File: src/hw/rtl/fpsr_pkg.sv
package fpsr_pkg;

    // request operations
    localparam logic [1:0] OP_LOAD = 2'd0;
    localparam logic [1:0] OP_PULL = 2'd1;
    localparam logic [1:0] OP_RESP = 2'd2;
    localparam logic [1:0] OP_TICK = 2'd3;

    // result kinds
    localparam logic [2:0] KIND_LINK   = 3'd0;
    localparam logic [2:0] KIND_ACK    = 3'd1;
    localparam logic [2:0] KIND_NAK    = 3'd2;
    localparam logic [2:0] KIND_WAIT   = 3'd3;
    localparam logic [2:0] KIND_REJECT = 3'd4;

    // frame and reply bytes
    localparam logic [7:0] BYTE_HEAD = 8'h11;
    localparam logic [7:0] BYTE_ACK  = 8'h06;
    localparam logic [7:0] BYTE_NAK  = 8'h15;
    localparam logic [7:0] BYTE_POLL = 8'hFF;

    // sender phases
    localparam logic [2:0] PH_IDLE  = 3'd0;
    localparam logic [2:0] PH_HEAD  = 3'd1;
    localparam logic [2:0] PH_LEN   = 3'd2;
    localparam logic [2:0] PH_BODY  = 3'd3;
    localparam logic [2:0] PH_SUM   = 3'd4;
    localparam logic [2:0] PH_POLL  = 3'd5;
    localparam logic [2:0] PH_AWAIT = 3'd6;
    localparam logic [2:0] PH_WAIT  = 3'd7;

    // link byte source in the output stage
    localparam logic [1:0] SEL_FIX = 2'd0;
    localparam logic [1:0] SEL_MEM = 2'd1;
    localparam logic [1:0] SEL_SUM = 2'd2;

    // checksum update in the output stage
    localparam logic [1:0] SUM_KEEP = 2'd0;
    localparam logic [1:0] SUM_SET  = 2'd1;
    localparam logic [1:0] SUM_ADD  = 2'd2;

    // configuration registers
    localparam int         PADDR_W          = 3;
    localparam logic [7:0] WAIT_TICKS_RESET = 8'd200;

    typedef struct packed {
        logic [1:0] operation;
        logic [7:0] data_byte;
        logic       last;
    } t_in_item;

    typedef struct packed {
        logic [2:0] kind;
        logic [7:0] link_byte;
        logic       poll_slot;
        logic [7:0] tries;
    } t_out_item;

    // result in flight between control and output stage
    typedef struct packed {
        logic [2:0] kind;
        logic [7:0] fix_byte;
        logic       poll_slot;
        logic [7:0] tries;
        logic [1:0] sel;
        logic [1:0] sum_op;
    } t_stage;

endpackage

File: src/hw/rtl/framed_packet_sender_with_retry_core.sv
// Stop-and-wait frame sender. Load requests fill a payload memory; the byte
// marked last arms a frame, and each pull request returns the next frame byte
// (0x11, length, payload, 8-bit sum, 0xFF poll). A response request of 0x06
// finishes the packet, 0x15 resends at once, anything else waits wait_ticks
// tick requests and resends. One request is accepted every clock cycle unless
// the output stalls; a result passes the control stage register, where the
// payload memory is read, and then the output register, where the checksum is
// accumulated. The single memory read port serves one payload byte per cycle
// while the pipeline moves. The payload memory needs no clearing pass after
// reset. wait_ticks lives at byte address 0 of the register port.
module framed_packet_sender_with_retry_core
    import fpsr_pkg::*;
#(
    parameter int MAX_PAYLOAD = 128
) (
    input  logic               i_clk,
    input  logic               i_rst_n,
    input  logic               i_in_valid,
    input  t_in_item           i_in_item,
    output logic               o_in_stall,
    output logic               o_out_valid,
    output t_out_item          o_out_item,
    input  logic               i_out_stall,
    input  logic               psel,
    input  logic               penable,
    input  logic               pwrite,
    input  logic [PADDR_W-1:0] paddr,
    input  logic [31:0]        pwdata,
    output logic [31:0]        prdata,
    output logic               pready
);

    localparam int ADDR_W = (MAX_PAYLOAD > 1) ? $clog2(MAX_PAYLOAD) : 1;

    logic [7:0]        r_wait_ticks;
    logic              s1_move;
    logic              s1_valid;
    t_stage            s1;
    logic              wr_en;
    logic [ADDR_W-1:0] wr_addr;
    logic [7:0]        wr_data;
    logic              rd_en;
    logic [ADDR_W-1:0] rd_addr;
    logic [7:0]        rd_data;

    assign pready = 1'b1;

    always_ff @(posedge i_clk) begin
        if (!i_rst_n) begin
            r_wait_ticks <= WAIT_TICKS_RESET;
        end else if (psel && penable && pwrite && pready && !paddr[2]) begin
            r_wait_ticks <= pwdata[7:0];
        end
    end

    assign prdata = paddr[2] ? 32'd0 : {24'd0, r_wait_ticks};

    fpsr_ctrl #(
        .MAX_PAYLOAD (MAX_PAYLOAD)
    ) u_ctrl (
        .i_clk        (i_clk),
        .i_rst_n      (i_rst_n),
        .i_in_valid   (i_in_valid),
        .i_in_item    (i_in_item),
        .o_in_stall   (o_in_stall),
        .i_wait_ticks (r_wait_ticks),
        .i_s1_move    (s1_move),
        .o_s1_valid   (s1_valid),
        .o_s1         (s1),
        .o_wr_en      (wr_en),
        .o_wr_addr    (wr_addr),
        .o_wr_data    (wr_data),
        .o_rd_en      (rd_en),
        .o_rd_addr    (rd_addr)
    );

    fpsr_store #(
        .MAX_PAYLOAD (MAX_PAYLOAD)
    ) u_store (
        .i_clk     (i_clk),
        .i_wr_en   (wr_en),
        .i_wr_addr (wr_addr),
        .i_wr_data (wr_data),
        .i_rd_en   (rd_en),
        .i_rd_addr (rd_addr),
        .o_rd_data (rd_data)
    );

    fpsr_out u_out (
        .i_clk       (i_clk),
        .i_rst_n     (i_rst_n),
        .i_s1_valid  (s1_valid),
        .i_s1        (s1),
        .i_rd_data   (rd_data),
        .o_s1_move   (s1_move),
        .o_out_valid (o_out_valid),
        .o_out_item  (o_out_item),
        .i_out_stall (i_out_stall)
    );

endmodule

File: src/hw/rtl/fpsr_store.sv
module fpsr_store
    import fpsr_pkg::*;
#(
    parameter int MAX_PAYLOAD = 128,
    localparam int ADDR_W = (MAX_PAYLOAD > 1) ? $clog2(MAX_PAYLOAD) : 1
) (
    input  logic              i_clk,
    input  logic              i_wr_en,
    input  logic [ADDR_W-1:0] i_wr_addr,
    input  logic [7:0]        i_wr_data,
    input  logic              i_rd_en,
    input  logic [ADDR_W-1:0] i_rd_addr,
    output logic [7:0]        o_rd_data
);

    logic [7:0] r_mem [MAX_PAYLOAD];
    logic [7:0] r_rd_data;

    always_ff @(posedge i_clk) begin
        if (i_wr_en) begin
            r_mem[i_wr_addr] <= i_wr_data;
        end
    end

    // read data holds between reads so a stalled body byte keeps its value
    always_ff @(posedge i_clk) begin
        if (i_rd_en) begin
            r_rd_data <= r_mem[i_rd_addr];
        end
    end

    assign o_rd_data = r_rd_data;

endmodule

File: src/hw/rtl/fpsr_ctrl.sv
module fpsr_ctrl
    import fpsr_pkg::*;
#(
    parameter int MAX_PAYLOAD = 128,
    localparam int CNT_W  = $clog2(MAX_PAYLOAD + 1),
    localparam int ADDR_W = (MAX_PAYLOAD > 1) ? $clog2(MAX_PAYLOAD) : 1
) (
    input  logic              i_clk,
    input  logic              i_rst_n,
    input  logic              i_in_valid,
    input  t_in_item          i_in_item,
    output logic              o_in_stall,
    input  logic [7:0]        i_wait_ticks,
    input  logic              i_s1_move,
    output logic              o_s1_valid,
    output t_stage            o_s1,
    output logic              o_wr_en,
    output logic [ADDR_W-1:0] o_wr_addr,
    output logic [7:0]        o_wr_data,
    output logic              o_rd_en,
    output logic [ADDR_W-1:0] o_rd_addr
);

    logic [2:0]       r_phase, n_phase;
    logic [CNT_W-1:0] r_count, n_count;
    logic [CNT_W-1:0] r_idx, n_idx;
    logic [7:0]       r_tries, n_tries;
    logic [7:0]       r_wait, n_wait;
    logic             r_s1_valid;
    t_stage           r_s1;
    t_stage           n_s1;
    logic             has_res;
    logic             in_fire;
    logic             full;

    assign o_in_stall = r_s1_valid && !i_s1_move;
    assign in_fire    = i_in_valid && !o_in_stall;
    assign full       = (r_count == CNT_W'(MAX_PAYLOAD));

    always_comb begin
        n_phase   = r_phase;
        n_count   = r_count;
        n_idx     = r_idx;
        n_tries   = r_tries;
        n_wait    = r_wait;
        has_res   = 1'b0;
        o_wr_en   = 1'b0;
        o_rd_en   = 1'b0;
        n_s1.kind      = KIND_LINK;
        n_s1.fix_byte  = 8'h00;
        n_s1.poll_slot = 1'b0;
        n_s1.sel       = SEL_FIX;
        n_s1.sum_op    = SUM_KEEP;

        case (i_in_item.operation)
            OP_LOAD: begin
                if (r_phase != PH_IDLE) begin
                    has_res   = 1'b1;
                    n_s1.kind = KIND_REJECT;
                end else begin
                    if (full) begin
                        has_res   = 1'b1;
                        n_s1.kind = KIND_REJECT;
                    end else begin
                        o_wr_en = in_fire;
                        n_count = r_count + CNT_W'(1);
                    end
                    if (i_in_item.last) begin
                        n_phase = PH_HEAD;
                        n_idx   = '0;
                        n_tries = 8'd0;
                    end
                end
            end
            OP_PULL: begin
                case (r_phase)
                    PH_HEAD: begin
                        has_res       = 1'b1;
                        n_s1.fix_byte = BYTE_HEAD;
                        n_s1.sum_op   = SUM_SET;
                        n_phase       = PH_LEN;
                    end
                    PH_LEN: begin
                        has_res       = 1'b1;
                        n_s1.fix_byte = 8'(r_count);
                        n_s1.sum_op   = SUM_ADD;
                        n_idx         = '0;
                        n_phase       = (r_count == '0) ? PH_SUM : PH_BODY;
                    end
                    PH_BODY: begin
                        has_res     = 1'b1;
                        o_rd_en     = in_fire;
                        n_s1.sel    = SEL_MEM;
                        n_s1.sum_op = SUM_ADD;
                        n_idx       = r_idx + CNT_W'(1);
                        if ((r_idx + CNT_W'(1)) >= r_count) begin
                            n_phase = PH_SUM;
                        end
                    end
                    PH_SUM: begin
                        has_res  = 1'b1;
                        n_s1.sel = SEL_SUM;
                        n_phase  = PH_POLL;
                    end
                    PH_POLL: begin
                        has_res        = 1'b1;
                        n_s1.fix_byte  = BYTE_POLL;
                        n_s1.poll_slot = 1'b1;
                        if (r_tries != 8'hFF) begin
                            n_tries = r_tries + 8'd1;
                        end
                        n_phase = PH_AWAIT;
                    end
                    default: begin
                    end
                endcase
            end
            OP_RESP: begin
                if (r_phase == PH_AWAIT) begin
                    has_res = 1'b1;
                    if (i_in_item.data_byte == BYTE_ACK) begin
                        n_s1.kind = KIND_ACK;
                        n_phase   = PH_IDLE;
                        n_count   = '0;
                        n_idx     = '0;
                    end else if (i_in_item.data_byte == BYTE_NAK) begin
                        n_s1.kind = KIND_NAK;
                        n_phase   = PH_HEAD;
                        n_idx     = '0;
                    end else begin
                        n_s1.kind = KIND_WAIT;
                        n_phase   = PH_WAIT;
                        n_wait    = i_wait_ticks;
                    end
                end
            end
            default: begin
                if (r_phase == PH_WAIT) begin
                    if (r_wait <= 8'd1) begin
                        n_wait  = 8'd0;
                        n_phase = PH_HEAD;
                        n_idx   = '0;
                    end else begin
                        n_wait = r_wait - 8'd1;
                    end
                end
            end
        endcase
        n_s1.tries = n_tries;
    end

    // no write/read overlap on one entry: loads happen only while idle
    assign o_wr_addr = r_count[ADDR_W-1:0];
    assign o_wr_data = i_in_item.data_byte;
    assign o_rd_addr = r_idx[ADDR_W-1:0];

    always_ff @(posedge i_clk) begin
        if (!i_rst_n) begin
            r_phase    <= PH_IDLE;
            r_count    <= '0;
            r_idx      <= '0;
            r_tries    <= 8'd0;
            r_wait     <= 8'd0;
            r_s1_valid <= 1'b0;
        end else begin
            if (in_fire) begin
                r_phase <= n_phase;
                r_count <= n_count;
                r_idx   <= n_idx;
                r_tries <= n_tries;
                r_wait  <= n_wait;
            end
            if (!o_in_stall) begin
                r_s1_valid <= in_fire && has_res;
            end
        end
    end

    always_ff @(posedge i_clk) begin
        if (in_fire) begin
            r_s1 <= n_s1;
        end
    end

    assign o_s1_valid = r_s1_valid;
    assign o_s1       = r_s1;

endmodule

File: src/hw/rtl/fpsr_out.sv
module fpsr_out
    import fpsr_pkg::*;
(
    input  logic      i_clk,
    input  logic      i_rst_n,
    input  logic      i_s1_valid,
    input  t_stage    i_s1,
    input  logic [7:0] i_rd_data,
    output logic      o_s1_move,
    output logic      o_out_valid,
    output t_out_item o_out_item,
    input  logic      i_out_stall
);

    logic       r_out_valid;
    t_out_item  r_out_item;
    logic [7:0] r_sum;
    logic [7:0] lb;

    assign o_s1_move = i_s1_valid && (!r_out_valid || !i_out_stall);

    always_comb begin
        case (i_s1.sel)
            SEL_MEM: lb = i_rd_data;
            SEL_SUM: lb = r_sum;
            default: lb = i_s1.fix_byte;
        endcase
    end

    always_ff @(posedge i_clk) begin
        if (!i_rst_n) begin
            r_out_valid <= 1'b0;
            r_sum       <= 8'd0;
        end else begin
            if (o_s1_move) begin
                r_out_valid <= 1'b1;
                // checksum follows frame bytes in delivery order
                case (i_s1.sum_op)
                    SUM_SET: r_sum <= lb;
                    SUM_ADD: r_sum <= r_sum + lb;
                    default: r_sum <= r_sum;
                endcase
            end else if (!i_out_stall) begin
                r_out_valid <= 1'b0;
            end
        end
    end

    always_ff @(posedge i_clk) begin
        if (o_s1_move) begin
            r_out_item.kind      <= i_s1.kind;
            r_out_item.link_byte <= lb;
            r_out_item.poll_slot <= i_s1.poll_slot;
            r_out_item.tries     <= i_s1.tries;
        end
    end

    assign o_out_valid = r_out_valid;
    assign o_out_item  = r_out_item;

endmodule

File: config.mk
export PLATFORM = sky130hd
export DESIGN_NAME = framed_packet_sender_with_retry_core
export DESIGN_NICKNAME = d
export VERILOG_FILES = /design/src/hw/rtl/fpsr_pkg.sv /design/src/hw/rtl/framed_packet_sender_with_retry_core.sv /design/src/hw/rtl/fpsr_store.sv /design/src/hw/rtl/fpsr_ctrl.sv /design/src/hw/rtl/fpsr_out.sv
export SDC_FILE = /design/constraint.sdc
export NUM_CORES = 1
export LEC_CHECK = 0
export ABC_AREA = 1
export BUFFER_PORTS_ARGS = -buffer_cell sky130_fd_sc_hd__buf_2
export CAP_MARGIN = 20
export CELL_PAD_IN_SITES_DETAIL_PLACEMENT = 1
export CELL_PAD_IN_SITES_GLOBAL_PLACEMENT = 2
export CORE_AREA = 2 2 240 478
export CTS_CLUSTER_SIZE = 25
export DETAILED_ROUTE_END_ITERATION = 7
export DIE_AREA = 0 0 242 480
export PLACE_DENSITY = 0.8
export RECOVER_POWER = 100
export SYNTH_ARGS = -nofsm -noshare
export SYNTH_HDL_FRONTEND = slang
export SYNTH_SLANG_ARGS = --single-unit
File: constraint.sdc
create_clock -name i_clk -period 7 [get_ports i_clk]
set_input_delay 0.7 -clock i_clk [delete_from_list [all_inputs] [get_ports i_clk]]
set_output_delay 0.7 -clock i_clk [all_outputs]
set_load 0.05 [all_outputs]
==> results.md <==
- Status: finished with violations
- Violated checks: max-capacitance violations, max-slew violations
- Max-Slew Margin vs Limit: -145%
- Crit Path Max Fanout: 63
- CTS tree: built
- Fillers: 12500
- DR WL/cell: 22.8 microns
- Largest family of logic cells by synthesized area: simple AND/OR/NAND/NOR gates
- Core Box Area: 0.112 sq mm
- Die ar.: 0.116 sq mm
- Synth-to-Final Area Change: 8.49%
- Ys Warns: 0
- Initial antenna violation count: 2
- Drt first pass iters: 5
- Number of enable flip-flop cells after synthesis: 1076
- Final WL: 147000 microns
- Share of cells above drive strength 1: 5.44%
- Worst setup margin: 1710 ps
- Leakage power: 21.6 nW
- Slew of the pin with the lowest slew margin: 3670 ps
- P per Cell Area: 246 mW/mm^2
- Vias in the first global route: 36600
- Clk sink count: 1129
- Longest Clk Path Bufs: 3
- Crit path required time: 7580 ps
- Setup Buffers After CTS: 0
- Crit end category: flop
- Later-pin clock latency in the skew report: 710 ps
- Final net count: 4961
- Routed via count: 33900
- Most common cell after layout, fill and taps aside: nand2_1
- Multi-input gate area: 0.0131 sq mm
- F_max: 189 MHz
- Post-synth ARST share: 0%
- Post-synthesis adder-cell area fraction: 0.739%
- Post-synthesis compound-gate area fraction: 3.59%
- Setup violators final: 0
- Seq/Total Area, Yosys: 66.6%
- Row count: 174
- Most frequent cells in the layout: nand2_1, edfxtp_1, inv_1
- Crit path kind: in -> reg
- Drc violations: 0
- Maximum number of pins on one net before global-route repair: 156
- Yosys cell types: 46
- Fin crit share: 75.5%
- Clock skew: 20.3 ps
- Total track usage: 25.5%
- Synth Instances: 4938
- FF+latch count, synth: 1129
- Iter 0 DRT Violations: 1809
- Mux cell area share after synthesis: 0%
- CP Data Arrival Time: 5870 ps
- Synth Cell Area: 0.0501 sq mm
- Final Critical Period: 5290 ps
- Starting Density: 44.6%
- Grt total ovfl: 0
- Setup TNS: 0 ps
- Clk pin slew, worst setup/hold paths: 60 ps
- RSZ-0062 raised after global routing: false
- Slew Limit Fails: 1002
- Startpoint types: primary input
- VDD IR-drop max: 0.248 mV
- TritonCTS buffer count: 98
- Register area: 0.0334 sq mm
- Worst min path class: in -> reg
- Pre-CTS setup slack: 2940 ps
- Die width: 242 microns
- Die height: 480 microns
- Ys flop type: edfxtp_1
- Gpl congestion: 0.862
- XOR/XNOR share of the synthesized area: 0.349%
- # hold bufs at CTS: 0
- Synthesized area per cell: 10.2 sq um
- Area share of and/or/nand/nor cells after synthesis: 21.5%
- I/O pin total: 108
- Final core occ: 48.4%
- Routed Antenna Nets: 0
- First-pass GRT wire length: 222000 microns
- Number of I/O port buffers: 56
- Clk root buf: clkbuf_16
- # resized after CTS: 0
- H-Tree Depth: 3
- Final hold violation count: 0
- Max-Cap Viols: 22
- Vias per cell: 5.25
- Final total power: 13.4 mW
- Post-DP HPWL: 90300 microns
[critical path, stage by stage]
cell and delay [ps]:
clkbuf_1 2410, nand4_1 1260, nand2_1 270, nand2_1 70, nand4_1 660, inv_2 240
nor2_1 160, nor2_1 60
[metrics by stage]
stage	instances	hold slack (ps)	instance area [sq um]
floorplan	4961	400	50200
global placement	6275	403	51300
detailed placement	6275	407	51300
CTS	6455	181	54600
global route	6456	228	54400
finish	6457	222	54400
[Yosys cell counts, types with 19 or more instances]
cell	count	area [sq um]
o211ai_1	68	510
clkbuf_1	85	319
nor2_1	313	1170
nand2_1	1603	6020
or2_2	51	319
or2_1	28	175
inv_1	569	2140
o21ai_1	56	280
buf_4	53	398
buf_2	93	465
xor2_1	19	166
ha_1	28	350
dfxtp_1	53	1060
buf_1	28	105
o21ai_0	102	510
nand3_1	506	2530
nor3_1	39	195
edfxtp_1	1076	32300
a21oi_1	73	365
[power by group]
part	internal (mW)	leakage [nW]	switching, mW	total (mW)
combinational	0.0491	9.89	0.278	0.328
clock	3.07	1.55	2.54	5.61
sequential	7.42	10.1	0.0128	7.43
[metal layers]
metal	global-route usage, %	part of all wire (%)	vias up
met4	14.9	6.2	2
met3	2.43	2.8	296
li1	-	-	16100
met2	50.0	55	631
met1	26.1	36	16900
met5	0	0.0082	-
[state kept, by name, summed over array words and instances, names as in the netlist]
register	count
u_ctrl.r_wait	8
u_out.o_out_item	20
u_out.o_out_valid	1
u_ctrl.r_phase	3
u_store.o_rd_data	8
u_out.r_sum	8
u_ctrl.o_s1	24
u_store.r_mem	1024
u_ctrl.r_tries	8
u_ctrl.r_count	8
r_wait_ticks	8
u_ctrl.r_idx	8
u_ctrl.o_s1_valid	1
[worst paths after layout]
path                              end  cells past startpoint             from  slack [ps]
hold reg to reg   u_out.o_out_item[1]                      0   u_ctrl.o_s1[5]         420
setup reg to reg    u_ctrl.r_phase[0]                     13  u_ctrl.r_idx[0]        1890
setup / recovery     u_ctrl.r_wait[1]                      8     i_in_item[1]        1710
hold / removal        r_wait_ticks[3]                      3        pwdata[3]         220
[cell type report]
class	instances	area share (%)
Sequential cell	1129	61.4
Multi-Input combinational cell	2975	24.1
Clock buffer	124	4.82
Inverter	584	4.06
Tap cell	1496	3.44
Clock inverter	56	1.10
Timing Repair Buffer	91	1.08
Antenna cell	2	0.00920
[kinds of logic after synthesis]
group,Yosys count
AO/OA/AOI/OAI,318
adder cells (fa/ha/maj),29
buffers and inverters,857
XOR/XNOR,20
other,2
AND/OR/NAND/NOR,2583
flip-flops,1129
Note: power is estimated with default switching activity, not from simulation.
